File: config.mk
export PLATFORM = sky130hd
export DESIGN_NAME = efd_core
export DESIGN_NICKNAME = d
export VERILOG_FILES = /design/src/rtl/efd_pkg.sv /design/src/rtl/efd_core.sv
export SDC_FILE = /design/constraint.sdc
export NUM_CORES = 1
export LEC_CHECK = 0
export BUFFER_PORTS_ARGS = -buffer_cell sky130_fd_sc_hd__buf_2
export CORE_ASPECT_RATIO = 0.5
export CORE_MARGIN = 2
export CORE_UTILIZATION = 50
export DETAILED_ROUTE_END_ITERATION = 10
export PLACE_DENSITY = 0.71
export SLEW_MARGIN = 20
export SYNTH_ARGS = -nofsm -noshare
export SYNTH_HDL_FRONTEND = slang
export SYNTH_SLANG_ARGS = --single-unit
File: constraint.sdc
create_clock -name clk -period 3.15 [get_ports clk]
set_input_delay 0 -clock clk [delete_from_list [all_inputs] [get_ports clk]]
set_output_delay 0 -clock clk [all_outputs]
set_load 0.005 [all_outputs]
File: src/rtl/efd_pkg.sv
`timescale 1ns / 1ps

package efd_pkg;

	localparam int BUFFER_SIZE_DEF = 256;
	localparam int LEN_BYTES = 4;

	localparam logic [7:0] ESC_CHAR     = 8'h2F;
	localparam logic [7:0] START_CHAR   = 8'h73;
	localparam logic [7:0] END_CHAR     = 8'h65;
	localparam logic [7:0] LITERAL_CHAR = 8'h61;

	typedef enum logic [1:0] {
		KIND_PAYLOAD = 2'd0,
		KIND_END     = 2'd1,
		KIND_ERROR   = 2'd2
	} kind_t;

	typedef enum logic [2:0] {
		ST_OK         = 3'd0,
		ST_EMPTY      = 3'd1,
		ST_LEN_ERR    = 3'd2,
		ST_NO_CMD     = 3'd3,
		ST_OVERFLOW   = 3'd4,
		ST_FORMAT     = 3'd5,
		ST_NO_START   = 3'd6
	} status_t;

	typedef struct packed {
		logic [7:0] in_byte;
	} in_item_t;

	typedef struct packed {
		logic [1:0]  kind;
		logic [7:0]  data_byte;
		logic [7:0]  position;
		logic [7:0]  frame_cmd;
		logic [2:0]  status;
		logic [31:0] payload_length;
	} out_item_t;

endpackage

File: src/rtl/efd_core.sv
`timescale 1ns / 1ps

module efd_core import efd_pkg::*; #(
	parameter int BUFFER_SIZE = BUFFER_SIZE_DEF
) (
	input  logic      clk,
	input  logic      arst_n,
	input  logic      fire,
	input  logic [7:0] byte_s1,
	output logic      has_result,
	output out_item_t result
);

	localparam int IDX_W = $clog2(BUFFER_SIZE + 1);

	logic             esc_q, started_q, cmd_seen_q;
	logic [7:0]       cmd_q;
	logic [IDX_W-1:0] widx_q;
	logic [31:0]      bcount_q, len_q;

	logic             esc_d, started_d, cmd_seen_d;
	logic [7:0]       cmd_d;
	logic [IDX_W-1:0] widx_d;
	logic [31:0]      bcount_d, len_d;

	logic             do_store;
	logic [7:0]       store_val;
	logic [IDX_W+7:0] pos_ext;
	logic [2:0]       end_status;

	assign pos_ext = {8'd0, widx_q};

	// status of a frame end when a command was seen
	always_comb begin
		if (widx_q == '0) begin
			end_status = ST_EMPTY;
		end else if (widx_q < IDX_W'(LEN_BYTES)) begin
			end_status = ST_LEN_ERR;
		end else if ({1'b0, bcount_q} != ({1'b0, len_q} + 33'(LEN_BYTES))) begin
			end_status = ST_LEN_ERR;
		end else begin
			end_status = ST_OK;
		end
	end

	always_comb begin
		esc_d      = esc_q;
		started_d  = started_q;
		cmd_seen_d = cmd_seen_q;
		cmd_d      = cmd_q;
		widx_d     = widx_q;
		bcount_d   = bcount_q;
		len_d      = len_q;
		do_store   = 1'b0;
		store_val  = byte_s1;
		has_result = 1'b0;
		result     = '0;

		if (widx_q == IDX_W'(BUFFER_SIZE)) begin
			// buffer full: drop the beat
			widx_d        = '0;
			esc_d         = 1'b0;
			has_result    = 1'b1;
			result.kind   = KIND_ERROR;
			result.status = ST_OVERFLOW;
		end else if (byte_s1 == ESC_CHAR) begin
			esc_d = 1'b1;
		end else if (!esc_q) begin
			do_store = 1'b1;
		end else begin
			esc_d = 1'b0;
			if (byte_s1 == LITERAL_CHAR) begin
				do_store  = 1'b1;
				store_val = ESC_CHAR;
			end else if (byte_s1 == START_CHAR) begin
				started_d = 1'b1;
				widx_d    = '0;
				bcount_d  = '0;
				len_d     = '0;
			end else if (byte_s1 == END_CHAR) begin
				has_result            = 1'b1;
				result.kind           = KIND_END;
				result.payload_length = len_q;
				if (!cmd_seen_q) begin
					result.status = ST_NO_CMD;
				end else begin
					result.frame_cmd = cmd_q;
					result.status    = end_status;
				end
				started_d  = 1'b0;
				cmd_seen_d = 1'b0;
				widx_d     = '0;
				bcount_d   = '0;
				len_d      = '0;
			end else if (!started_q) begin
				has_result    = 1'b1;
				result.kind   = KIND_ERROR;
				result.status = ST_NO_START;
			end else if (widx_q != '0) begin
				// command after data aborts the frame
				started_d     = 1'b0;
				cmd_seen_d    = 1'b0;
				widx_d        = '0;
				bcount_d      = '0;
				has_result    = 1'b1;
				result.kind   = KIND_ERROR;
				result.status = ST_FORMAT;
			end else begin
				cmd_seen_d = 1'b1;
				cmd_d      = byte_s1;
			end
		end

		if (do_store) begin
			if (widx_q < IDX_W'(LEN_BYTES)) begin
				case (widx_q[1:0])
					2'd0:    len_d[7:0]   = store_val;
					2'd1:    len_d[15:8]  = store_val;
					2'd2:    len_d[23:16] = store_val;
					2'd3:    len_d[31:24] = store_val;
					default: len_d        = len_q;
				endcase
			end
			bcount_d         = bcount_q + 32'd1;
			widx_d           = widx_q + IDX_W'(1);
			has_result       = 1'b1;
			result.kind      = KIND_PAYLOAD;
			result.data_byte = store_val;
			result.position  = pos_ext[7:0];
		end
	end

	always_ff @(posedge clk or negedge arst_n) begin
		if (!arst_n) begin
			esc_q      <= 1'b0;
			started_q  <= 1'b0;
			cmd_seen_q <= 1'b0;
			cmd_q      <= '0;
			widx_q     <= '0;
			bcount_q   <= '0;
			len_q      <= '0;
		end else if (fire) begin
			esc_q      <= esc_d;
			started_q  <= started_d;
			cmd_seen_q <= cmd_seen_d;
			cmd_q      <= cmd_d;
			widx_q     <= widx_d;
			bcount_q   <= bcount_d;
			len_q      <= len_d;
		end
	end

endmodule

==> flow_metrics.env <==
export IMPL_layout_drive_gt1_share=0.174
export IMPL_static_leakage_power_nw=3.01
export IMPL_drc=0
export IMPL_min_from="byte_s1[5]"
export IMPL_slew_headroom=0.460
export IMPL_synth_cells=662
export IMPL_r2r_end="widx_q[7]"
export IMPL_fin_crit_ns=2.95
export IMPL_crit_arrival_ns=2.95
export IMPL_grt_most_used_layer="met2"
export IMPL_p_total_mw=4.33
export IMPL_drt_iter0_drc=424
export IMPL_cts_made_buffers=9
export IMPL_stdcell_area_mm2=0.00646
export IMPL_min_path_cells=2
export IMPL_ctsResizeCount=0
export IMPL_clk_pin_slew_ns=0.07
export IMPL_dpl_cell_count=851
export IMPL_grt_pass1_wl_mm=26.3
export IMPL_synth_nets=679
export IMPL_coreArea_mm2=0.0110
export IMPL_finalHoldViolCount=0
export IMPL_io_pins=73
export IMPL_grt_pass1_vias=4994
export IMPL_h_tree_depth=3
export IMPL_post_dp_cell_area_mm2=0.00607
export IMPL_grt_overflow=0
export IMPL_grt_max_degree=85
export IMPL_grt_setup_unrepaired="no"
export IMPL_ant_nets=0
export IMPL_synth_edf_count=0
export IMPL_worstHoldEndpoint="len_q[29]"
export IMPL_tightest_slew_ns=0.802
export IMPL_antenna_found_initial=0
export IMPL_place_ws_ns=0.564
export IMPL_grt_use_total=0.275
export IMPL_ff2ff_setup_slack_ns=0.48
export IMPL_syn_avg_cell_area_um2=8.48
export IMPL_holdWs_ns=0.0311
export IMPL_cts_tree="built"
export IMPL_clock_skew_ns=0.00782
export IMPL_die_area_mm2=0.0121
export IMPL_p_per_area_mw_per_mm2=670
export IMPL_yosys_warnings=0
export IMPL_clockBufferDepth=2
export IMPL_hold_buffers=4
export IMPL_fin_crit_sh=0.935
export IMPL_synth_distinct_cells=61
export IMPL_drv_cap=0
export IMPL_seq_area_frac_synth=0.374
export IMPL_wl_per_cell_um=18.7
export IMPL_rows=27
export IMPL_viasPerCell=6.22
export IMPL_hold_path_class="in2reg"
export IMPL_area_growth_syn_to_layout_pct=15.0
export IMPL_fin_util=0.588
export IMPL_setup_viol=0
export IMPL_layoutNonFillerInstCount=870
export IMPL_diodes=0
export IMPL_cts_setup_buffers=0
export IMPL_ys_seq_elements=84
export IMPL_setup_tns_ns=0
export IMPL_crit_path_max_fanout=7
export IMPL_maxSlewViolCount=0
export IMPL_vias=5409
export IMPL_status="finished clean"
export IMPL_reg2reg_depth=7
export IMPL_peakVddDrop_mv=0.371
export IMPL_clock_sinks=84
export IMPL_ys_flop_type="dfrtp_1"
export IMPL_use_met2=0.426
export IMPL_achievable_frequency_mhz=339
export IMPL_r2r_start="widx_q[5]"
export IMPL_initial_utilization=0.511
export IMPL_wirelength_mm=16.3
export IMPL_layout_commonest_cell="dfrtp_1"
export IMPL_synth_cell_area_mm2=0.00562
export IMPL_layout_nets=738
export IMPL_die_h_um=78.9
export IMPL_die_w_um=154
export IMPL_dp_hpwl_mm=11.5
export IMPL_critPathLaunchType="flip-flop"
export IMPL_place_congestion=0.911
export IMPL_final_cell_mix="dfrtp_1, buf_2, and3_1"
export IMPL_grt_util_met1=0.395
export IMPL_regArea_mm2=0.00210
export IMPL_multi_input_area_mm2=0.00330
export IMPL_nFillCells=935
export IMPL_required_ns=3.15
export IMPL_critPathCaptureType="primary output"
export IMPL_root_buffer="clkbuf_16"
export IMPL_insertion_delay_ns=0.34
export IMPL_crit_type="reg2out"
export IMPL_setup_ws_ns=0.204
export IMPL_synth_async_reset_ratio=1.00
export IMPL_dr_pass1_iters=5
export IMPL_io_buffers=72
export IMPL_use_met3=0.0557
[cells by family (layout without fill, tap and decap cells)]
logic type | Yosys count | after routing | share of synthesized area
AO/OA/AOI/OAI | 160 | 160 | 0.187
XOR/XNOR | 47 | 47 | 0.0733
adder cells (fa/ha/maj) | 6 | 6 | 0.0134
buffers and inverters | 51 | 114 | 0.0403
flip-flops | 84 | 84 | 0.374
multiplexers | 11 | 11 | 0.0216
AND/OR/NAND/NOR | 303 | 303 | 0.290
[synthesized netlist by cell type, drive strengths merged (16+ instances only)]
cell,number,area (um^2)
a21oi,18,93.8
a22o,19,166
and2,16,100
and3,61,382
clkbuf,32,121
dfrtp,84,2100
nand2,59,229
nand3,40,213
nand4,22,138
nor2,55,219
o21ai,70,358
xnor2,24,210
xor2,23,201
[worst max-delay path by stage]
| stage | start | end | slack (ns) | cells after the start |
|---|---|---|---|---|
| after floorplan | widx_q[5] | cmd_q[0] | 0.95 | 6 |
| after global placement | len_q[4] | result[33] | 0.66 | 8 |
| after detailed placement | widx_q[5] | widx_q[7] | 0.56 | 7 |
| after CTS | len_q[5] | result[33] | 0.24 | 8 |
| after global routing | len_q[5] | result[33] | 0.04 | 8 |
| final | len_q[4] | result[33] | 0.20 | 8 |
[cell type report]
| type | count | area share |
|---|---|---|
| clock inverter | 5 | 0.0167 |
| sequential | 84 | 0.325 |
| tap | 145 | 0.0281 |
| timing repair buffer | 87 | 0.0757 |
| multi-input combinational | 527 | 0.510 |
| clock buffer | 10 | 0.0370 |
| inverter | 12 | 0.00697 |
[sequential cells by signal, indices dropped and copies added, names as in the netlist]
signal	count
esc_q	1
started_q	1
bcount_q	32
widx_q	9
len_q	32
cmd_q	8
cmd_seen_q	1
[report_power, final]
| part | internal [mW] | switching [mW] | total [mW] |
|---|---|---|---|
| clock network | 0.798 | 0.452 | 1.25 |
| registers | 1.33 | 0.521 | 1.85 |
| logic | 0.596 | 0.630 | 1.23 |
| total | 2.73 | 1.60 | 4.33 |
[worst max-delay path, cell delays in order, from the launching register on]
cell     delay (ns)
dfrtp_1        0.49
nand3_1        0.29
or4_1          0.72
nor3_1         0.22
a21oi_1        0.11
a31o_1         0.21
nor4b_1        0.28
a21oi_1        0.13
buf_2          0.15
[routing by layer]
metal	routed length (um)	part of all wire	vias up
met2	7230	0.44	228
met5	0	0	-
li1	-	-	2546
met4	236	0.015	0
met3	1210	0.074	22
met1	7580	0.47	2613
Power figures use the tool's default switching activity.
